<file path="src/sv/sds_pkg.sv">
// ----------------------------------------------------------------------------
// sds_pkg: shared types and constants of the SCAN disk scheduler
// Widths, register indexes and the structs that pass between the cell chain
// and the sweep controller.
// ----------------------------------------------------------------------------
package sds_pkg;

	// capacity of the request chain (1 to 63)
	localparam int MAX_REQUESTS = 32;
	localparam int CNT_W        = $clog2(MAX_REQUESTS + 1);

	// field widths
	localparam int CYL_W   = 16;
	localparam int MOV_W   = 17;
	localparam int CCNT_W  = 17;
	localparam int CFG_W   = 17;
	localparam int CFG_IDX_W = 1;

	// configuration register indexes
	localparam logic [CFG_IDX_W-1:0] CFG_CYLINDER_COUNT = 1'd0;
	localparam logic [CFG_IDX_W-1:0] CFG_START_POSITION = 1'd1;

	// what one cell shows its neighbors
	typedef struct packed {
		logic [CYL_W-1:0] m;     // sorted slot value
		logic             m_v;   // sorted slot holds a word
		logic             lt;    // incoming word sorts before this slot
		logic [CYL_W-1:0] a;     // stack slot value
		logic             a_v;   // stack slot holds a word
	} sds_link_t;

	// per-cycle commands broadcast to every cell
	typedef struct packed {
		logic ins;      // insert a request in sorted order
		logic m_shl;    // shift sorted row toward cell 0
		logic a_push;   // push onto stack row (cell 0 takes sorted head)
		logic a_pop;    // pop stack row toward cell 0
	} sds_ctl_t;

	// status of the head end of the chain
	typedef struct packed {
		logic [CYL_W-1:0] m;
		logic             m_v;
		logic [CYL_W-1:0] a;
		logic             a_v;
		logic             a1_v;  // a second stack entry exists
	} sds_head_t;

endpackage

</file>
<file path="src/sv/sds_req_if.sv">
// ----------------------------------------------------------------------------
// sds_req_if: request channel
// Carries one cylinder request per word, the last of a batch marked.
// ----------------------------------------------------------------------------
interface sds_req_if import sds_pkg::*; ();

	logic             valid;
	logic             ready;
	logic [CYL_W-1:0] request_cylinder;
	logic             final_request;

	modport source (output valid, output request_cylinder, output final_request,
		input ready);
	modport sink (input valid, input request_cylinder, input final_request,
		output ready);

endinterface

</file>
<file path="src/sv/sds_visit_if.sv">
// ----------------------------------------------------------------------------
// sds_visit_if: visit channel
// Carries one visited cylinder per word with the running head movement.
// ----------------------------------------------------------------------------
interface sds_visit_if import sds_pkg::*; ();

	logic             valid;
	logic             ready;
	logic [CYL_W-1:0] visited_cylinder;
	logic [MOV_W-1:0] movement_so_far;
	logic             end_of_path;

	modport source (output valid, output visited_cylinder, output movement_so_far,
		output end_of_path, input ready);
	modport sink (input valid, input visited_cylinder, input movement_so_far,
		input end_of_path, output ready);

endinterface

</file>
<file path="src/sv/sds_cell.sv">
// ----------------------------------------------------------------------------
// sds_cell: one slot of the request chain
// Holds one slot of the ascending sorted row and one slot of the stack row
// used for the downward half of the sweep; trades words with its neighbors.
// ----------------------------------------------------------------------------
module sds_cell import sds_pkg::*; (
	input  logic             clk,
	input  logic             arst_n,
	input  sds_ctl_t         ctl,
	input  logic [CYL_W-1:0] ins_val,
	input  sds_link_t        left,
	input  sds_link_t        right,
	output sds_link_t        self
);

	logic [CYL_W-1:0] m_q;
	logic             m_v_q;
	logic [CYL_W-1:0] a_q;
	logic             a_v_q;
	logic             lt;

	// empty slot counts as larger than any request
	assign lt = !m_v_q || (ins_val < m_q);

	assign self.m   = m_q;
	assign self.m_v = m_v_q;
	assign self.lt  = lt;
	assign self.a   = a_q;
	assign self.a_v = a_v_q;

	// valid bits
	always_ff @(posedge clk or negedge arst_n) begin
		if (!arst_n) begin
			m_v_q <= 1'b0;
			a_v_q <= 1'b0;
		end else begin
			if (ctl.ins && lt) begin
				m_v_q <= left.lt ? left.m_v : 1'b1;
			end else if (ctl.m_shl) begin
				m_v_q <= right.m_v;
			end
			if (ctl.a_push) begin
				a_v_q <= left.a_v;
			end else if (ctl.a_pop) begin
				a_v_q <= right.a_v;
			end
		end
	end

	// slot values
	always_ff @(posedge clk) begin
		if (ctl.ins && lt) begin
			m_q <= left.lt ? left.m : ins_val;
		end else if (ctl.m_shl) begin
			m_q <= right.m;
		end
		if (ctl.a_push) begin
			a_q <= left.a;
		end else if (ctl.a_pop) begin
			a_q <= right.a;
		end
	end

endmodule

</file>
<file path="src/sv/sds_chain.sv">
// ----------------------------------------------------------------------------
// sds_chain: row of request cells
// Cell 0 is the head end; the sorted row grows toward the far end and the
// stack row is pushed and popped at cell 0.
// ----------------------------------------------------------------------------
module sds_chain import sds_pkg::*; (
	input  logic             clk,
	input  logic             arst_n,
	input  sds_ctl_t         ctl,
	input  logic [CYL_W-1:0] ins_val,
	output sds_head_t        hd
);

	sds_link_t link_w [MAX_REQUESTS];
	sds_link_t head_left;

	// cell 0 sees no smaller neighbor; its stack input is the sorted head
	always_comb begin
		head_left     = '0;
		head_left.a   = link_w[0].m;
		head_left.a_v = 1'b1;
	end

	for (genvar i = 0; i < MAX_REQUESTS; i++) begin : g_cell
		sds_link_t left_w;
		sds_link_t right_w;

		if (i == 0) begin : g_first
			assign left_w = head_left;
		end else begin : g_mid
			assign left_w = link_w[i-1];
		end

		if (i == MAX_REQUESTS - 1) begin : g_last
			assign right_w = '0;
		end else begin : g_inner
			assign right_w = link_w[i+1];
		end

		sds_cell u_cell (
			.clk     (clk),
			.arst_n  (arst_n),
			.ctl     (ctl),
			.ins_val (ins_val),
			.left    (left_w),
			.right   (right_w),
			.self    (link_w[i])
		);
	end

	// head status
	assign hd.m   = link_w[0].m;
	assign hd.m_v = link_w[0].m_v;
	assign hd.a   = link_w[0].a;
	assign hd.a_v = link_w[0].a_v;

	if (MAX_REQUESTS > 1) begin : g_a1
		assign hd.a1_v = link_w[1].a_v;
	end else begin : g_no_a1
		assign hd.a1_v = 1'b0;
	end

endmodule

</file>
<file path="src/sv/scan_disk_scheduler.sv">
// ----------------------------------------------------------------------------
// scan_disk_scheduler: SCAN (elevator) order for a batch of cylinder requests
//
// Requests arrive on the req channel, one word per cylinder; the word with
// final_request set closes the batch. Each request is inserted in sorted
// order into a chain of MAX_REQUESTS cells in the cycle it is accepted, so
// req.ready stays high and one request is taken every cycle while collecting.
// Requests beyond the chain capacity are dropped; a dropped final word still
// starts the sweep. cylinder_count and start_position are written through
// the cfg port and are sampled when the final word is accepted.
// After the final word the block moves each request below the start
// cylinder onto the stack row, then sends one visit word per cycle while
// visit.ready allows: ascending from the start up to the top cylinder,
// then descending below the start. A batch of N requests gives up to N + 1
// visit words; the last one has end_of_path set. No request is taken during
// the sweep. The visit word sits in an output register: when visit.ready is
// low the sweep simply halts and resumes where it stopped; the next batch
// may begin while the last visit word still waits. Reset empties the chain
// and loads the register defaults (200 cylinders, start at 0).
// ----------------------------------------------------------------------------
module scan_disk_scheduler import sds_pkg::*; (
	input  logic                 clk,
	input  logic                 arst_n,
	input  logic                 cfg_we,
	input  logic [CFG_IDX_W-1:0] cfg_index,
	input  logic [CFG_W-1:0]     cfg_data,
	sds_req_if.sink              req,
	sds_visit_if.source          visit
);

	typedef enum logic [1:0] {
		S_COLLECT,
		S_SPLIT,
		S_UP,
		S_DOWN
	} state_t;

	state_t           state_q;
	logic [CCNT_W-1:0] ccnt_q;
	logic [CYL_W-1:0] spos_q;
	logic [CNT_W-1:0] cnt_q;
	logic [CYL_W-1:0] top_q;
	logic [CYL_W-1:0] start_q;
	logic [CYL_W-1:0] head_q;
	logic [MOV_W-1:0] mov_q;
	logic             o_valid_q;
	logic [CYL_W-1:0] o_cyl_q;
	logic [MOV_W-1:0] o_mov_q;
	logic             o_last_q;

	sds_ctl_t         ctl;
	sds_head_t        hd;
	logic             req_acc;
	logic             has_room;
	logic             load;
	logic             split_go;
	logic [CYL_W-1:0] top_c;
	logic [CYL_W-1:0] start_c;
	logic             emit_v;
	logic [CYL_W-1:0] emit_cyl;
	logic             emit_last;
	logic [CYL_W-1:0] step_cyl;
	logic [MOV_W-1:0] mov_n;

	// handshakes
	assign req.ready = (state_q == S_COLLECT);
	assign req_acc   = req.valid && req.ready;
	assign has_room  = (cnt_q < CNT_W'(MAX_REQUESTS));
	assign load      = !o_valid_q || visit.ready;

	assign visit.valid            = o_valid_q;
	assign visit.visited_cylinder = o_cyl_q;
	assign visit.movement_so_far  = o_mov_q;
	assign visit.end_of_path      = o_last_q;

	// top cylinder and clamped start from the current registers
	always_comb begin
		if (ccnt_q == '0) begin
			top_c = '0;
		end else if (ccnt_q[CCNT_W-1]) begin
			top_c = '1;
		end else begin
			top_c = ccnt_q[CYL_W-1:0] - CYL_W'(1);
		end
		start_c = (spos_q > top_c) ? top_c : spos_q;
	end

	// requests below the start go onto the stack row
	assign split_go = (state_q == S_SPLIT) && hd.m_v && (hd.m < start_q);

	// chain commands
	always_comb begin
		ctl        = '0;
		ctl.ins    = req_acc && has_room;
		ctl.m_shl  = split_go || ((state_q == S_UP) && load && hd.m_v);
		ctl.a_push = split_go;
		ctl.a_pop  = (state_q == S_DOWN) && load;
	end

	sds_chain u_chain (
		.clk     (clk),
		.arst_n  (arst_n),
		.ctl     (ctl),
		.ins_val (req.request_cylinder),
		.hd      (hd)
	);

	// next visit word
	always_comb begin
		emit_v    = 1'b0;
		emit_cyl  = hd.a;
		emit_last = 1'b0;
		case (state_q)
			S_UP: begin
				emit_v = load;
				if (hd.m_v) begin
					emit_cyl = (hd.m > top_q) ? top_q : hd.m;
				end else begin
					emit_cyl  = top_q;
					emit_last = !hd.a_v;
				end
			end
			S_DOWN: begin
				emit_v    = load;
				emit_cyl  = hd.a;
				emit_last = !hd.a1_v;
			end
			default: begin
				emit_v = 1'b0;
			end
		endcase
		step_cyl = (emit_cyl >= head_q) ? (emit_cyl - head_q) : (head_q - emit_cyl);
		mov_n    = mov_q + MOV_W'(step_cyl);
	end

	// configuration registers
	always_ff @(posedge clk or negedge arst_n) begin
		if (!arst_n) begin
			ccnt_q <= CCNT_W'(200);
			spos_q <= '0;
		end else if (cfg_we) begin
			unique case (cfg_index)
				CFG_CYLINDER_COUNT: ccnt_q <= cfg_data[CCNT_W-1:0];
				CFG_START_POSITION: spos_q <= cfg_data[CYL_W-1:0];
				default: ;
			endcase
		end
	end

	// sweep control and output valid
	always_ff @(posedge clk or negedge arst_n) begin
		if (!arst_n) begin
			state_q   <= S_COLLECT;
			cnt_q     <= '0;
			o_valid_q <= 1'b0;
		end else begin
			if (load) begin
				o_valid_q <= emit_v;
			end
			unique case (state_q)
				S_COLLECT: begin
					if (req_acc && req.final_request) begin
						cnt_q   <= '0;
						state_q <= S_SPLIT;
					end else if (req_acc && has_room) begin
						cnt_q <= cnt_q + CNT_W'(1);
					end
				end
				S_SPLIT: begin
					if (!split_go) begin
						state_q <= S_UP;
					end
				end
				S_UP: begin
					if (load && !hd.m_v) begin
						state_q <= hd.a_v ? S_DOWN : S_COLLECT;
					end
				end
				S_DOWN: begin
					if (load && !hd.a1_v) begin
						state_q <= S_COLLECT;
					end
				end
				default: state_q <= S_COLLECT;
			endcase
		end
	end

	// sweep payload: head, movement and output word
	always_ff @(posedge clk) begin
		if (req_acc && req.final_request) begin
			top_q   <= top_c;
			start_q <= start_c;
			head_q  <= start_c;
			mov_q   <= '0;
		end else if (emit_v) begin
			head_q <= emit_cyl;
			mov_q  <= mov_n;
		end
		if (emit_v) begin
			o_cyl_q  <= emit_cyl;
			o_mov_q  <= mov_n;
			o_last_q <= emit_last;
		end
	end

	// the top cylinder is sent once the sorted row runs dry
	a_top_visit: assert property (@(posedge clk) disable iff (!arst_n)
		(state_q == S_UP && load && !hd.m_v) |=> (visit.visited_cylinder == $past(top_q)))
		else $error("top cylinder not sent at end of upward pass");

	// stack entries are all below the start
	a_stack_below: assert property (@(posedge clk) disable iff (!arst_n)
		(state_q == S_DOWN && hd.a_v) |-> (hd.a < start_q))
		else $error("stack holds a cylinder at or above the start");

	// the last word of a sweep returns the block to collecting
	a_last_done: assert property (@(posedge clk) disable iff (!arst_n)
		(emit_v && emit_last) |=> (state_q == S_COLLECT))
		else $error("sweep continues past end of path");

	// no requests taken while a sweep is running
	a_no_req_sweep: assert property (@(posedge clk) disable iff (!arst_n)
		(state_q != S_COLLECT) |-> !ctl.ins)
		else $error("request inserted during sweep");

endmodule

</file>
<file path="src/flat_wrapper.sv">
// flat-port wrapper written by rule: the top's interface ports become plain ports
module scan_disk_scheduler_flat import sds_pkg::*;
  (clk, arst_n, cfg_we, cfg_index, cfg_data, req_valid, req_request_cylinder, req_final_request, req_ready, visit_valid, visit_visited_cylinder, visit_movement_so_far, visit_end_of_path, visit_ready);
  sds_req_if req_i ();
  sds_visit_if visit_i ();
  input  logic clk;
  input  logic arst_n;
  input  logic cfg_we;
  input  logic [CFG_IDX_W-1:0] cfg_index;
  input  logic [CFG_W-1:0] cfg_data;
  input wire logic [$bits(req_i.valid)-1:0] req_valid;
  input wire logic [$bits(req_i.request_cylinder)-1:0] req_request_cylinder;
  input wire logic [$bits(req_i.final_request)-1:0] req_final_request;
  output wire logic [$bits(req_i.ready)-1:0] req_ready;
  output wire logic [$bits(visit_i.valid)-1:0] visit_valid;
  output wire logic [$bits(visit_i.visited_cylinder)-1:0] visit_visited_cylinder;
  output wire logic [$bits(visit_i.movement_so_far)-1:0] visit_movement_so_far;
  output wire logic [$bits(visit_i.end_of_path)-1:0] visit_end_of_path;
  input wire logic [$bits(visit_i.ready)-1:0] visit_ready;
  assign req_i.valid = req_valid;
  assign req_i.request_cylinder = req_request_cylinder;
  assign req_i.final_request = req_final_request;
  assign req_ready = req_i.ready;
  assign visit_valid = visit_i.valid;
  assign visit_visited_cylinder = visit_i.visited_cylinder;
  assign visit_movement_so_far = visit_i.movement_so_far;
  assign visit_end_of_path = visit_i.end_of_path;
  assign visit_i.ready = visit_ready;
  scan_disk_scheduler u_core (.clk(clk), .arst_n(arst_n), .cfg_we(cfg_we), .cfg_index(cfg_index), .cfg_data(cfg_data), .req(req_i), .visit(visit_i));
endmodule
</file>
<file path="config.mk">
export PLATFORM = sky130hd
export DESIGN_NAME = scan_disk_scheduler_flat
export DESIGN_NICKNAME = d
export VERILOG_FILES = /design/src/sv/sds_pkg.sv /design/src/sv/sds_req_if.sv /design/src/sv/sds_visit_if.sv /design/src/sv/sds_cell.sv /design/src/sv/sds_chain.sv /design/src/sv/scan_disk_scheduler.sv /design/src/flat_wrapper.sv
export SDC_FILE = /design/constraint.sdc
export NUM_CORES = 2
export LEC_CHECK = 0
export BUFFER_PORTS_ARGS = -buffer_cell sky130_fd_sc_hd__buf_2
export CORE_AREA = 2 2 494 496
export DETAILED_ROUTE_END_ITERATION = 16
export DIE_AREA = 0 0 496 498
export GPL_TIMING_DRIVEN = 1
export PLACE_DENSITY_LB_ADDON = 0.08
export SYNTH_ARGS = -nofsm -noshare
export SYNTH_HDL_FRONTEND = slang
export SYNTH_SLANG_ARGS = --single-unit
</file>
<file path="constraint.sdc">
create_clock -name clk -period 39.1 [get_ports clk]
set_clock_uncertainty 0.15 [all_clocks]
set_input_delay 5.865 -clock clk [delete_from_list [all_inputs] [get_ports clk]]
set_output_delay 5.865 -clock clk [all_outputs]
set_load 0.01 [all_outputs]
</file>
==> impl_metrics.env <==
export IMPL_multi_input_area_sq_mm=0.03222
export IMPL_clock_path_buffers=3
export IMPL_h_tree_depth=4
export IMPL_max_slew_margin=0.1355
export IMPL_fin_tns_setup_ns=0
export IMPL_cts_tree="yes"
export IMPL_setup_ws_ns=28.22
export IMPL_ff2ff_path_depth=24
export IMPL_crit_fanout=164
export IMPL_synth_cells=7467
export IMPL_drtIter0Drc=3639
export IMPL_drt_first_pass_iters=5
export IMPL_hold_path_class="reg2reg"
export IMPL_ys_ff_latch=1229
export IMPL_wirelength_mm=211.4
export IMPL_syn_nets=8086
export IMPL_hold_violations=0
export IMPL_syn_area_per_cell_sq_um=9.675
export IMPL_dieArea_sq_mm=0.2470
export IMPL_place_area_sq_mm=0.07592
export IMPL_grt_pass1_vias=54510
export IMPL_clock_fmax_ghz=0.09191
export IMPL_critPathBufInv=6
export IMPL_setup_viol=0
export IMPL_yosysSeqAreaShare=0.5012
export IMPL_via_count=52750
export IMPL_post_cts_setup_buffers=0
export IMPL_clock_sinks=1229
export IMPL_cp_depth=10
export IMPL_synth_ff_type="edfxtp_1"
export IMPL_grt_pass1_wl_mm=325.9
export IMPL_synth_cell_types=86
export IMPL_synth_edf_count=1106
export IMPL_fin_nets=8021
export IMPL_cts_resized_gates=0
export IMPL_drive_gt1_frac=0.07550
export IMPL_cpMaxStageDelayCell="buf_4"
export IMPL_post_dp_hpwl_mm=146.4
export IMPL_fillers=25190
export IMPL_cp_start_kind="primary input"
export IMPL_cp_common_cell="buf_4"
export IMPL_grt_setup_unrepaired="no"
export IMPL_cts_buffers=159
export IMPL_antenna_found_initial=3
export IMPL_p_total_mw=3.980
export IMPL_io_pins=76
export IMPL_vias_per_cell=4.911
export IMPL_worstPathRequired_ns=39.37
export IMPL_tightest_slew_ns=1.292
export IMPL_drcViolationCount=0
export IMPL_peakVddDrop_mv=0.05789
export IMPL_die_h_um=498
export IMPL_slowest_delay_ns=0.94
export IMPL_ctsHoldBuffers=0
export IMPL_end_kind="register"
export IMPL_area_delta_synth_final_pct=11.98
export IMPL_drv_slew=0
export IMPL_start_util=0.2987
export IMPL_crit_family="buffers and inverters"
export IMPL_die_x_um=496
export IMPL_synth_area_sq_mm=0.07224
export IMPL_p_leak_nw=37.73
export IMPL_cts_root_buf="clkbuf_16"
export IMPL_wire_per_inst_um=19.69
export IMPL_final_area_sq_mm=0.08090
export IMPL_async_flop_share=0.08625
export IMPL_yosysWarnings=0
export IMPL_placeableCoreArea_sq_mm=0.2419
export IMPL_antenna_left=0
export IMPL_placementRows=181
export IMPL_clk_pin_slew_ns=0.06
export IMPL_track_usage=0.1684
export IMPL_clk_latency_ns=0.82
export IMPL_maxCapViolCount=0
export IMPL_place_gp_congestion=0.8223
export IMPL_min_period_ns=10.88
export IMPL_status="finished, final reports clean"
export IMPL_dpl_worst_slack_ns=27.19
export IMPL_hold_path_depth=2
export IMPL_crit_type="in2reg"
export IMPL_grt_overflow=0
export IMPL_portBuffers=75
export IMPL_path_cells="buf_2, nand2b_1, nand2_1, inv_2, nand2_2, buf_4, nand2_4, buf_12, buf_4, buf_4"
export IMPL_regArea_sq_mm=0.03621
export IMPL_crit_arrival_ns=11.15
export IMPL_post_route_period_util=0.2783
export IMPL_grt_max_degree=237
export IMPL_power_density_mw_per_mm2=49.19
==> per-layer routing <==
layer  vias up  share of wire  GRT usage
li1      25740              -          -
met2       663           0.48     0.2857
met3       286          0.031    0.02329
met5         -              0          0
met1     26060           0.46     0.2240
met4         0          0.023    0.04328
==> synth_stat cells (12+ instances only) <==
library cell | n | area (sq um)
clkbuf_1 | 282 | 1059
nand4_1 | 41 | 256.5
and3_1 | 13 | 81.33
and4_1 | 22 | 192.7
and2_1 | 19 | 118.9
nand2_1 | 1888 | 7087
nor2b_1 | 42 | 262.8
edfxtp_1 | 1106 | 33210
nand2b_1 | 50 | 312.8
dfrtp_1 | 103 | 2577
a21o_1 | 155 | 1164
o22a_1 | 17 | 148.9
dfxtp_1 | 17 | 340.3
nor2_1 | 455 | 1708
a31o_2 | 19 | 166.4
o211ai_1 | 21 | 157.7
a21oi_1 | 490 | 2452
ha_1 | 576 | 7207
mux2_2 | 68 | 765.7
mux2i_1 | 413 | 4134
o21ai_1 | 102 | 510.5
nor3_1 | 27 | 135.1
a221o_1 | 18 | 180.2
o2111ai_1 | 19 | 166.4
xor2_1 | 12 | 105.1
a31oi_1 | 25 | 156.4
xnor2_1 | 29 | 254.0
buf_2 | 98 | 490.5
a211oi_1 | 24 | 180.2
a211o_1 | 12 | 105.1
inv_1 | 614 | 2305
or3_1 | 19 | 118.9
o21a_1 | 32 | 240.2
o21ai_0 | 404 | 2022
or2_2 | 35 | 219.0
nand3_1 | 59 | 295.3
==> worst reg2reg max path, delay by kind of cell (launching register included) <==
family                     cells  cell delay (ns)
buffers and inverters          2             0.52
xor gates and xnor gates       1             0.21
AOI/OAI and AO/OA             11             3.17
and+or+nand+nor                6             2.19
DFF                            1             0.60
muxes                          1             0.25
adders and majority gates      3             0.96
==> logic make-up (layout without fill, tap and decap cells) <==
family | after synthesis | in the layout | share of synthesized area
AND/OR/NAND/NOR | 2701 | 2701 | 0.1528
AO/OA/AOI/OAI | 1417 | 1417 | 0.1161
flip-flops | 1229 | 1229 | 0.5012
buffers and inverters | 1010 | 1079 | 0.05501
adder cells (fa/ha/maj) | 579 | 579 | 0.1006
multiplexers | 490 | 490 | 0.06928
XOR/XNOR | 41 | 41 | 0.004970
other | 0 | 2 | 0
==> sequential cells by signal (all words and copies together) (netlist names) <==
name / flops
u_core.u_chain.g_cell.u_cell.a_q: 512
u_core.visit.end_of_path: 1
u_core.head_q: 16
u_core.ccnt_q: 17
u_core.spos_q: 16
u_core.top_q: 16
u_core.visit.movement_so_far: 17
u_core.state_q: 2
u_core.u_chain.g_cell.u_cell.m_q: 512
u_core.start_q: 16
u_core.u_chain.g_cell.u_cell.m_v_q: 32
u_core.cnt_q: 6
u_core.visit.visited_cylinder: 16
u_core.u_chain.g_cell.u_cell.a_v_q: 32
u_core.mov_q: 17
u_core.visit.valid: 1
==> final cells by class <==
cell class	count	share of cell area
clock buffer	230	0.05500
sequential	1229	0.4476
timing repair buffer	169	0.01452
antenna	2	0.00006186
multi-input combinational	5228	0.3983
tap	3202	0.04952
inverter	615	0.02853
clock inverter	65	0.006480
==> stage by stage <==
| step | hold slack, ns | cells | utilization |
|---|---|---|---|
| 2_1_floorplan | 0.2831 | 7467 | - |
| 3_3_place_gp | 0.3036 | 10440 | 0.3139 |
| 3_5_place_dp | 0.3004 | 10440 | 0.3139 |
| 4_1_cts | 0.3089 | 10740 | 0.3345 |
| 5_1_grt | 0.3346 | 10740 | 0.3345 |
| 6_report | 0.3055 | 10740 | 0.3345 |
==> report_power, final <==
group	total (mW)	leakage (nW)	internal, mW	switching (mW)
clock	1.42	2.42	0.803	0.613
combinational	0.816	24.1	0.291	0.525
sequential	1.75	11.2	1.66	0.0846
==> path summary, 6_finish.rpt <==
check / startpoint / slack [ns] / to
max in group asynchronous: arst_n / 32.35 / u_core.u_chain.g_cell[8].u_cell.a_v_q
setup / recovery: visit_ready / 28.22 / u_core.u_chain.g_cell[8].u_cell.a_q[2]
setup reg to reg: u_core.u_chain.g_cell[0].u_cell.m_q[8] / 30.94 / u_core.mov_q[16]
hold / removal: u_core.mov_q[4] / 0.31 / u_core.mov_q[4]
hold reg to reg: u_core.mov_q[4] / 0.31 / u_core.mov_q[4]
min in group asynchronous: arst_n / 4.97 / u_core.u_chain.g_cell[14].u_cell.m_v_q
==> layout by cell type, fill, tap and decap left out, types with 19 or more instances in the layout <==
cell type  instances
nor3_1            27
ha_1             576
nand2_1         1886
xnor2_1           29
buf_2             59
buf_4            105
clkbuf_1          54
nand4_1           41
nor2b_1           42
or2_2             35
o21ai_2           22
mux2i_1          413
or3_1             19
dfrtp_1          103
a21o_1           155
a211oi_1          24
nor2_1           454
o21ai_0          403
o211ai_1          21
nand2b_1          50
clkbuf_16        162
clkinv_2          24
nand3_1           59
and2_1            19
o2111ai_1         19
clkinv_1          23
a31o_2            19
mux2_2            68
edfxtp_1        1106
a21oi_1          489
inv_1            613
o21ai_1           86
a31oi_1           25
and4_1            22
o21a_1            32
Power figures use the tool's default switching activity.
